File: config.mk
export PLATFORM = sky130hd
export DESIGN_NAME = json_string_escaper
export DESIGN_NICKNAME = d
export VERILOG_FILES = /design/src/rtl/core/jse_pkg.sv /design/src/rtl/core/json_string_escaper.sv /design/src/rtl/core/jse_expand.sv /design/src/rtl/core/jse_serial.sv
export VERILOG_INCLUDE_DIRS = /design/src /design/src/rtl/core
export SDC_FILE = /design/constraint.sdc
export NUM_CORES = 1
export LEC_CHECK = 0
export BUFFER_PORTS_ARGS = -buffer_cell sky130_fd_sc_hd__buf_2
export CAP_MARGIN = 20
export CORE_MARGIN = 10
export CORE_UTILIZATION = 60
export CTS_CLUSTER_SIZE = 12
export DETAILED_ROUTE_END_ITERATION = 16
export GPL_ROUTABILITY_DRIVEN = 1
export HOLD_SLACK_MARGIN = 0.08
export PLACE_DENSITY = 0.79
export SLEW_MARGIN = 20
export SYNTH_ARGS = -nofsm -noshare
export SYNTH_HDL_FRONTEND = slang
export SYNTH_SLANG_ARGS = --single-unit
File: constraint.sdc
create_clock -name i_clk -period 2.75 [get_ports i_clk]
set_input_delay 0.55 -clock i_clk [delete_from_list [all_inputs] [get_ports i_clk]]
set_output_delay 0.55 -clock i_clk [all_outputs]
set_load 0.01 [all_outputs]
File: src/rtl/core/assert_macros.svh
// ----------------------------------------------------------------------------
// assert_macros.svh
// shared concurrent assertion macros for the escaper rtl
// ----------------------------------------------------------------------------
`ifndef ASSERT_MACROS_SVH
`define ASSERT_MACROS_SVH

// implication checked on every rising clock edge, masked while reset is low
`define JSE_ASSERT(lbl, clk, rst_n, prop, msg) \
    lbl: assert property (@(posedge clk) disable iff (!rst_n) (prop)) \
        else $error(msg);

// same check with no reset mask, for properties that must hold during reset too
`define JSE_ASSERT_ALWAYS(lbl, clk, prop, msg) \
    lbl: assert property (@(posedge clk) (prop)) else $error(msg);

`endif

File: src/rtl/core/jse_pkg.sv
// ----------------------------------------------------------------------------
// jse_pkg
// types and character constants shared by the json string escaper
// ----------------------------------------------------------------------------
package jse_pkg;

    localparam int unsigned MAX_SEQ = 7;

    localparam logic [7:0] CH_QUOTE  = 8'h22;
    localparam logic [7:0] CH_BSLASH = 8'h5C;
    localparam logic [7:0] CH_SLASH  = 8'h2F;
    localparam logic [7:0] CH_SPACE  = 8'h20;
    localparam logic [7:0] CH_NUL    = 8'h00;
    localparam logic [7:0] CH_BS     = 8'h08;
    localparam logic [7:0] CH_TAB    = 8'h09;
    localparam logic [7:0] CH_LF     = 8'h0A;
    localparam logic [7:0] CH_CR     = 8'h0D;
    localparam logic [7:0] CH_ZERO   = 8'h30;
    localparam logic [7:0] CH_LOW_B  = 8'h62;
    localparam logic [7:0] CH_LOW_N  = 8'h6E;
    localparam logic [7:0] CH_LOW_R  = 8'h72;
    localparam logic [7:0] CH_LOW_T  = 8'h74;
    localparam logic [7:0] CH_LOW_U  = 8'h75;

    localparam logic [7:0] HEX_DIGITS [16] = '{
        8'h30, 8'h31, 8'h32, 8'h33, 8'h34, 8'h35, 8'h36, 8'h37,
        8'h38, 8'h39, 8'h61, 8'h62, 8'h63, 8'h64, 8'h65, 8'h66
    };

    // escaped byte sequence, entry 0 goes out first
    typedef struct packed {
        logic [MAX_SEQ-1:0][7:0] bytes;
        logic [2:0]              cnt;
    } t_seq;

    function automatic logic [7:0] f_hex(input logic [3:0] nib);
        return HEX_DIGITS[nib];
    endfunction

endpackage

File: src/rtl/core/json_string_escaper.sv
// ----------------------------------------------------------------------------
// json_string_escaper
// streaming json string quoter: one string byte in, its quoted form out
// usage:
//   s_axis carries one byte of a nul-terminated string per word; a zero byte
//   ends the string. m_axis carries the escaped text one byte per word, with
//   tlast on the final byte produced by each input byte.
//   an opening quote precedes the first byte of every string and a zero byte
//   produces the closing quote.
//   the first output byte is valid once its input word has passed the input
//   register and then been loaded into the result register.
//   throughput: one input word per cycle for bytes that pass through, while
//   m_axis_tready is high; an input byte that expands to n output bytes
//   (n from 1 to 7) holds the one-lane result register until all n are out.
//   a stalled m_axis keeps the result register and the input register full,
//   after which s_axis_tready drops; no word is lost.
//   reset (synchronous, active low) empties both registers and leaves no
//   string open.
// ----------------------------------------------------------------------------
`include "assert_macros.svh"

module json_string_escaper (
    input  logic       i_clk,
    input  logic       i_rst_n,
    input  logic       s_axis_tvalid,
    output logic       s_axis_tready,
    input  logic [7:0] s_axis_tdata,   // [7:0] in_byte
    output logic       m_axis_tvalid,
    input  logic       m_axis_tready,
    output logic [7:0] m_axis_tdata,   // [7:0] out_byte
    output logic       m_axis_tlast
);
    import jse_pkg::*;

    // input register
    logic       r_in_valid;
    logic [7:0] r_in_byte;
    // string open flag, advanced as each byte enters the result register
    logic       r_open;

    t_seq seq;
    logic next_open;
    logic seq_ready;
    logic load;

    assign load          = r_in_valid && seq_ready;
    assign s_axis_tready = !r_in_valid || load;

    jse_expand u_expand (
        .i_byte (r_in_byte),
        .i_open (r_open),
        .o_seq  (seq),
        .o_open (next_open)
    );

    jse_serial u_serial (
        .i_clk    (i_clk),
        .i_rst_n  (i_rst_n),
        .i_load   (load),
        .i_seq    (seq),
        .o_ready  (seq_ready),
        .o_tvalid (m_axis_tvalid),
        .i_tready (m_axis_tready),
        .o_tdata  (m_axis_tdata),
        .o_tlast  (m_axis_tlast)
    );

    always_ff @(posedge i_clk) begin
        if (s_axis_tvalid && s_axis_tready) begin
            r_in_byte <= s_axis_tdata;
        end
        if (!i_rst_n) begin
            r_in_valid <= 1'b0;
            r_open     <= 1'b0;
        end else begin
            if (s_axis_tvalid && s_axis_tready) begin
                r_in_valid <= 1'b1;
            end else if (load) begin
                r_in_valid <= 1'b0;
            end
            if (load) begin
                r_open <= next_open;
            end
        end
    end

    // a loaded sequence shows up on the output next cycle
    `JSE_ASSERT(a_load_shows, i_clk, i_rst_n, load |=> m_axis_tvalid, "load did not raise tvalid")
    // only a zero byte closes the string
    `JSE_ASSERT(a_open_track, i_clk, i_rst_n, load |=> (r_open == ($past(r_in_byte) != CH_NUL)), "string open flag wrong")
    // a waiting input byte is neither dropped nor overwritten
    `JSE_ASSERT(a_in_hold, i_clk, i_rst_n, (r_in_valid && !load) |=> (r_in_valid && $stable(r_in_byte)), "input register lost its byte")

endmodule

File: src/rtl/core/jse_expand.sv
// ----------------------------------------------------------------------------
// jse_expand
// turns one string byte into its quoted and escaped byte sequence
// ----------------------------------------------------------------------------
module jse_expand (
    input  logic [7:0]   i_byte,
    input  logic         i_open,
    output jse_pkg::t_seq o_seq,
    output logic         o_open
);
    import jse_pkg::*;

    logic [5:0][7:0] body;
    logic [2:0]      body_len;

    always_comb begin
        body     = '0;
        body_len = 3'd1;
        o_open   = 1'b1;
        unique case (i_byte) inside
            CH_NUL: begin
                body[0] = CH_QUOTE;
                o_open  = 1'b0;
            end
            CH_BS: begin
                body[0]  = CH_BSLASH;
                body[1]  = CH_LOW_B;
                body_len = 3'd2;
            end
            CH_LF: begin
                body[0]  = CH_BSLASH;
                body[1]  = CH_LOW_N;
                body_len = 3'd2;
            end
            CH_CR: begin
                body[0]  = CH_BSLASH;
                body[1]  = CH_LOW_R;
                body_len = 3'd2;
            end
            CH_TAB: begin
                body[0]  = CH_BSLASH;
                body[1]  = CH_LOW_T;
                body_len = 3'd2;
            end
            CH_QUOTE, CH_BSLASH, CH_SLASH: begin
                body[0]  = CH_BSLASH;
                body[1]  = i_byte;
                body_len = 3'd2;
            end
            default: begin
                if (i_byte < CH_SPACE) begin
                    // other controls: \u00xx
                    body[0]  = CH_BSLASH;
                    body[1]  = CH_LOW_U;
                    body[2]  = CH_ZERO;
                    body[3]  = CH_ZERO;
                    body[4]  = f_hex(i_byte[7:4]);
                    body[5]  = f_hex(i_byte[3:0]);
                    body_len = 3'd6;
                end else begin
                    body[0] = i_byte;
                end
            end
        endcase
    end

    // opening quote in front when no string is open
    always_comb begin
        if (i_open) begin
            o_seq.bytes = {8'h00, body};
            o_seq.cnt   = body_len;
        end else begin
            o_seq.bytes = {body, CH_QUOTE};
            o_seq.cnt   = body_len + 3'd1;
        end
    end

endmodule

File: src/rtl/core/jse_serial.sv
// ----------------------------------------------------------------------------
// jse_serial
// result register that shifts out one escaped byte per word
// ----------------------------------------------------------------------------
module jse_serial (
    input  logic          i_clk,
    input  logic          i_rst_n,
    input  logic          i_load,
    input  jse_pkg::t_seq i_seq,
    output logic          o_ready,
    output logic          o_tvalid,
    input  logic          i_tready,
    output logic [7:0]    o_tdata,
    output logic          o_tlast
);
    import jse_pkg::*;

    logic [MAX_SEQ-1:0][7:0] r_bytes, n_bytes;
    logic [2:0]              r_rem, n_rem;
    logic                    r_valid, n_valid;

    assign o_ready  = !r_valid || (i_tready && (r_rem == 3'd1));
    assign o_tvalid = r_valid;
    assign o_tdata  = r_bytes[0];
    assign o_tlast  = (r_rem == 3'd1);

    always_comb begin
        n_bytes = r_bytes;
        n_rem   = r_rem;
        n_valid = r_valid;
        if (i_load) begin
            n_bytes = i_seq.bytes;
            n_rem   = i_seq.cnt;
            n_valid = 1'b1;
        end else if (r_valid && i_tready) begin
            n_bytes = {8'h00, r_bytes[MAX_SEQ-1:1]};
            n_rem   = r_rem - 3'd1;
            n_valid = (r_rem != 3'd1);
        end
    end

    always_ff @(posedge i_clk) begin
        r_bytes <= n_bytes;
        if (!i_rst_n) begin
            r_rem   <= '0;
            r_valid <= 1'b0;
        end else begin
            r_rem   <= n_rem;
            r_valid <= n_valid;
        end
    end

endmodule
Word level (Yosys, flattened, before mapping)
Memory sizes are Yosys's and may differ from the RTL's.
Index checks and enable logic that the tools add are counted.
{ "word_totals": {"register_bits": 70, "romBits": 256, "in_bits": 12, "out_inout_bits": 11, "elab_cells": 65, "n_memories": 2} }
{ "op_classes": {"n_addsub": 2, "order_cmp": 3, "n_eq_ne": 9, "muxes": 21, "n_bitwise": 2, "reduce_logical": 14} }
{ "memory_table": {"columns": ["name", "depth", "word_bits", "read_ports", "rd_ports_with_merged_regs", "write_ports", "line_no", "rtl"], "rows": [
  ["(name not given)", 16, 8, 1, 0, 0, "jse_pkg.sv:37", "return HEX_DIGITS[nib];"],
  ["(name not given)", 16, 8, 1, 0, 0, "jse_pkg.sv:37", null]
]} }
{ "ops": {"columns": ["op", "n"], "rows": [
  ["$mux 56", 2],
  ["$mux 59", 1],
  ["$pmux 8 s6", 1],
  ["$mux 40", 1],
  ["$mux 8", 5],
  ["$eq 8x4->1 const B", 4],
  ["$mux 32", 1],
  ["$eq 8x6->1 const B", 2],
  ["$pmux 8 s2", 1],
  ["$ge 5x5->1 const B", 2],
  ["$not 4->5", 2],
  ["$mux 3", 3],
  ["$eq 8x7->1 const B", 1],
  ["$logic_not 8->1", 1],
  ["$lt 8x6->1 const B", 1],
  ["$reduce_or 8->1", 1],
  ["$reduce_or 7->1", 1],
  ["$pmux 3 s2", 1],
  ["$mux 1", 5],
  ["$logic_and 1x1->1", 4],
  ["$reduce_bool 2->1", 2],
  ["$add 3x1->3 const B", 1],
  ["$eq 3x1->1 const B", 1],
  ["$ne 3x1->1 const B", 1],
  ["4 further kinds", 6]
]} }

Longest topological paths before layout
{ "logic_depth": {"word_depth": 8, "ltp_mapped": 11, "ltp_nobuf": 10} }

Cells and area by module
Synthesis repeated with hierarchy kept, for this count alone.
{ "unflattened": {"hier_cells": 317, "hier_area_um2": 3890.0} }
{ "modules_own_cells": {"columns": ["module", "n_inst", "cells_per_inst", "area_per_inst_um2", "seq_area_each_um2"], "rows": [
  ["jse_serial", 1, 153, 2596.2, 1761.7],
  ["jse_expand", 1, 146, 948.4, 0.0],
  ["json_string_escaper", 1, 18, 345.3, 280.3]
]} }

Worst setup path after synthesis
OpenSTA, ideal clock, no wires.
{ "synth_path": {"path_type": "flip-flop to flip-flop", "start": "register r_in_byte[0]", "end": "register u_serial.r_rem[1]", "setup_time_ns": 0.170, "arrival_time_ns": 2.158, "required_ns": 2.580, "slack_ns": 0.422, "path_stages_with_launch": 11, "synth_period_minus_slack_ns": 2.328, "cell_sequence": "edfxtp_1 > inv_1 > ha_1 > o21ba_1 > o21ai_2 > and4_4 > buf_6 > nand2_1 > ha_1 > a31oi_1 > a31oi_1"} }
{ "synth_between": {"elab_chain_len": 6, "elab_cells_between_ends": 15, "cone_classes": "add/sub: 1; order compare: 1; eq/ne: 7; mux: 4; reduce/logical: 2"} }
{ "synth_rtl": {"columns": ["element", "line_no", "rtl"], "rows": [
  ["start: declaration", "json_string_escaper.sv:37", "logic [7:0] r_in_byte;"],
  ["start signal: assignment", "json_string_escaper.sv:70", "r_in_byte <= s_axis_tdata;"],
  ["$lt 8x6->1, or another cell as far along", "jse_expand.sv:51", "if (i_byte < CH_SPACE) begin"],
  ["$mux 3 or $reduce_or 7->1 (tied branches)", null, null],
  ["$pmux 3 s2 (*)", "jse_expand.sv:20", "unique case (i_byte) inside"],
  ["$add 3x1->3", "jse_expand.sv:74", "o_seq.cnt = body_len + 3'd1;"],
  ["$mux 59 (*)", "jse_expand.sv:69", "if (i_open) begin"],
  ["$mux 3 (*)", "jse_serial.sv:31", "if (i_load) begin"],
  ["end signal: assignment", "jse_serial.sv:48", "r_rem <= n_rem;"],
  ["end: declaration", "jse_serial.sv:19", "logic [2:0] r_rem, n_rem;"]
]} }
Every way passes the cells marked *; elsewhere a longest branch is shown, timed or not.
A chain may end at the register's enable or synchronous reset.

Worst setup path in the final report
{ "layout_path": {"start": "register r_in_byte[1]", "end": "register u_serial.r_rem[2]"} }
Same word-level chain as after synthesis.

==> results by stage <==
STA:
- Adding up every negative setup slack in the final design gives 0 ns.
- The max-slew headroom at the worst pin is 0.506.
- Of the available clock period, the critical path in the final layout requires 0.931.
- Setup repair after global routing left no endpoint under its margin.
- The max-slew violation total from the final report is 0.
- The number of hold violations in the final report was 0.
- For the pin with the worst max-slew slack, the measured transition is 0.741 ns.
- Setup violations remaining at the end of the flow were counted as 0.
- The setup slack of the critical path after layout is 0.189 ns.
- The clock skew after layout is 0.00706 ns.
- The routed design could run at a clock period as short as 2.56 ns.
- The maximum clock frequency is 391 MHz.

Clock network:
- The number of clock sinks is 66.
- The clock latency reported for the late side of the worst-skew pair is 0.34 ns.
- The CTS tree is done.
- The buffer count from post-CTS setup fixing is 0.
- The number of hold buffers added after CTS is 0.
- Clock-pin slew was measured on the worst setup and hold paths at 0.08 ns.
- The number of buffers created by CTS is 9.
- The root buffer cell chosen for the clock tree is sky130_fd_sc_hd__clkbuf_8.
- Post-CTS repair changed the size of 0 cells.
- The clock passes through at most 2 buffers.
- The H-tree was split into 3 levels.

Yosys:
- The synthesized cell area is 3440 sq um.
- The number of instances in the synthesized netlist is 307.
- In this run, synthesis inferred 60 flip-flops with an integrated enable.
- By area the synthesized netlist is led by sky130_fd_sc_hd__edfxtp_1 (52%), sky130_fd_sc_hd__nand2_1 (5.0%), sky130_fd_sc_hd__ha_1 (4.0%).
- After synthesis the netlist holds a flip-flop and latch count of 66.
- The share of synthesized registers carrying an async set or reset is 0.
- During synthesis, Yosys emitted a total of 0 warnings.
- The most used flip-flop cell after synthesis is sky130_fd_sc_hd__edfxtp_1.
- The synthesized design spends more area on one cell type than any other, namely sky130_fd_sc_hd__edfxtp_1.
- The post-synthesis net count is 330.
- The mean instance size in the synthesized netlist is 11.2 sq um.
- The number of different library cells in the post-synthesis netlist is 54.
- Counting instances in the post-synthesis netlist gives the leading cell types as sky130_fd_sc_hd__edfxtp_1 (60), sky130_fd_sc_hd__nand2_1 (46), sky130_fd_sc_hd__nor2_1 (22).
- The share of synthesized area in the top cell type comes to 0.524.
- Of the synthesized area, sequential elements account for 0.559.
- The most instantiated library cell after synthesis is sky130_fd_sc_hd__edfxtp_1.

Setup path:
- The critical path is of the reg -> reg type.
- Along the worst path, the maximum fanout reaches 10.
- The critical path starts at r_in_byte[1]$_DFFE_PP_.
- Data on the critical path arrives at its endpoint at 2.81 ns.
- The endpoint of the worst register-to-register path is u_serial.r_rem[2]$_SDFFE_PN0P_.
- STA classifies the critical path startpoint as a flop.
- For the worst setup path, the data required time is 3.00 ns.
- The slack of the worst reg-to-reg path is 0.19 ns.
- In this run the worst setup path terminates at u_serial.r_rem[2]$_SDFFE_PN0P_.
- The worst register-to-register path has a depth of 10.
- The critical path capture point type is a flop.
- The source of the worst register-to-register timing path is r_in_byte[1]$_DFFE_PP_.

Floorplan:
- The die is 95.7 um wide.
- For this configuration, the core starts out at a cell density of 0.621.
- Pin placement for this block handled 23 I/O pins.
- The overall die area is 9160 sq um.
- The vertical die dimension is 95.7 um.
- The total area inside the core boundary comes to 5540 sq um.
- The number of cell rows is 27.

Pwr:
- The total power is 0.00231 W.
- VDD sags by at most 0.000415 V.
- The total power divided by cell area is 614 nW/um^2.
- The analysis attributes to cell leakage a power of 1.47 nW.

Cells and area:
- The final cell count without fillers is 401.
- The final cell area excluding filler cells is 3770 sq um.
- At the end of the flow, the number of nets in the layout was 348.
- In the final layout, the share of cells above drive strength 1 is 0.188.
- The number of inserted diodes is 0.
- From synthesis to final layout, the design area changed by 9.57%.

Routing:
- The wire length per cell after detailed routing is 18.3 um.
- The post-route antenna net violation count is 0.
- In this run, the number of DRC markers left after iteration 0 of detailed routing was 263.
- The first detailed-routing pass took 5 iterations.
- The total via count after detailed routing is 2389.
- The via density per instance is 5.96.
- For this run, design rule violations remaining after detail routing come to 0.
- Summed over all layers, the routed wires come to 7340 um.

Global route:
- The global-route wire length before repair is 12000 um.
- The number of antenna violations at the first check in global routing was 0.
- The met3 track demand over resource is 0.0459.
- For met1 alone, demand over resource in global routing was 0.232.
- The global routing met2 resource utilization is 0.269.
- The via count of the first global-routing pass is 2271.
- Entering global routing, the biggest net connects 40 pins.
- The overall overflow remaining after global route is 0.
- The global routing usage summed across all routing layers is 0.172.
- The layer flagged by global routing as most heavily used is met2.

Placed design:
- Routability-driven placement finished with a final weighted congestion of 0.943.
- The area after detailed placement is 3590 sq um.
- Buffers placed on the I/O ports in this run total 22.
- The HPWL after detailed placement is 5180 um.
- In this run, placement finished with an instance count of 386.
- The pre-CTS worst setup slack is 0.221 ns.

Worst hold path:
- The class of the tightest hold or removal check is in -> reg.

Run status:
- The flow ran to the end, and the final reports show no timing, DRC or antenna violations.

Flow run:
- The tool flagged a number of max-cap violations equal to 0.
-- logic make-up after synthesis --
family,count (synthesis),synth area share
adders and majority gates,11,0.0400
other,1,0.00109
AOI/OAI and AO/OA,70,0.148
buffers and inverters,37,0.0586
and+or+nand+nor,120,0.187
DFF,66,0.559
muxes,2,0.00619
-- through the flow --
stage / hold WS [ns] / util
4_1_cts: 0.371 / 0.680
3_5_place_dp: 0.502 / 0.647
3_3_place_gp: 0.492 / 0.647
2_1_floorplan: 0.484 / -
6_report: 0.382 / 0.680
5_1_grt: 0.365 / 0.680
-- layer usage --
| metal | wire (um) | part of all wire |
|---|---|---|
| met2 | 3490 | 0.48 |
| met4 | 74 | 0.010 |
| met3 | 448 | 0.061 |
| met1 | 3330 | 0.45 |
| met5 | 0 | 0 |
-- cell type report --
cell class	instances	area, sq um
repair buffers	32	210
flip-flops and latches	66	1920
clock buffers	9	124
clock inverters	6	57.6
fillers	418	1770
multi-input cells	204	1320
well taps	72	90.1
inverters	12	45.0
-- worst max-delay path: stages, from the launching register on --
cell                       delay (ns)
sky130_fd_sc_hd__edfxtp_1        0.50
sky130_fd_sc_hd__inv_1           0.13
sky130_fd_sc_hd__ha_1            0.27
sky130_fd_sc_hd__o21ba_1         0.24
sky130_fd_sc_hd__o21ai_2         0.21
sky130_fd_sc_hd__nand4_4         0.19
sky130_fd_sc_hd__o21ai_0         0.21
sky130_fd_sc_hd__ha_1            0.17
sky130_fd_sc_hd__nand2_1         0.07
sky130_fd_sc_hd__a2111o_1        0.40
sky130_fd_sc_hd__o221ai_1        0.08
-- state kept, by name, summed over array words and instances (netlist names) --
| register | cells |
|---|---|
| r_in_byte | 8 |
| r_in_valid | 1 |
| r_open | 1 |
| u_serial.o_tdata | 8 |
| u_serial.o_tvalid | 1 |
| u_serial.r_bytes | 44 |
| u_serial.r_rem | 3 |
-- report_power, final --
part | switching (W) | internal (W) | total (W) | leakage (nW)
logic | 0.000185 | 0.000112 | 0.000297 | 0.742
clock network | 0.000366 | 0.000409 | 0.000775 | 0.0967
registers | 0.0000402 | 0.00120 | 0.00124 | 0.633
total | 0.000591 | 0.00172 | 0.00231 | 1.47
-- how the worst min path moves through the flow --
stage	from	to	slack, ns	depth (start not counted)
6_report	s_axis_tdata[5]	r_in_byte[5]$_DFFE_PP_	0.38	1
5_1_grt	s_axis_tdata[3]	r_in_byte[3]$_DFFE_PP_	0.37	1
4_1_cts	s_axis_tdata[5]	r_in_byte[5]$_DFFE_PP_	0.37	1
3_5_place_dp	u_serial.r_bytes[52]$_SDFFCE_PP0P_	u_serial.r_bytes[44]$_DFFE_PP_	0.50	2
3_3_place_gp	u_serial.r_bytes[52]$_SDFFCE_PP0P_	u_serial.r_bytes[44]$_DFFE_PP_	0.49	2
2_1_floorplan	u_serial.r_bytes[15]$_DFFE_PP_	u_serial.o_tdata[7]$_DFFE_PP_	0.48	2
-- layout by cell type (no fill, tap or decap), drive strengths merged, types with 4 or more instances in the layout --
cell / count
edfxtp: 60
buf: 32
clkinv: 5
ha: 11
and2: 11
nand3: 9
inv: 12
nor2b: 4
o21ai: 17
o211ai: 5
nand4: 5
clkbuf: 9
nor2: 22
o21a: 4
dfxtp: 6
o221ai: 4
nor3: 7
a21oi: 15
nand2: 47
a31oi: 6
(Power assumes the default switching activity.)
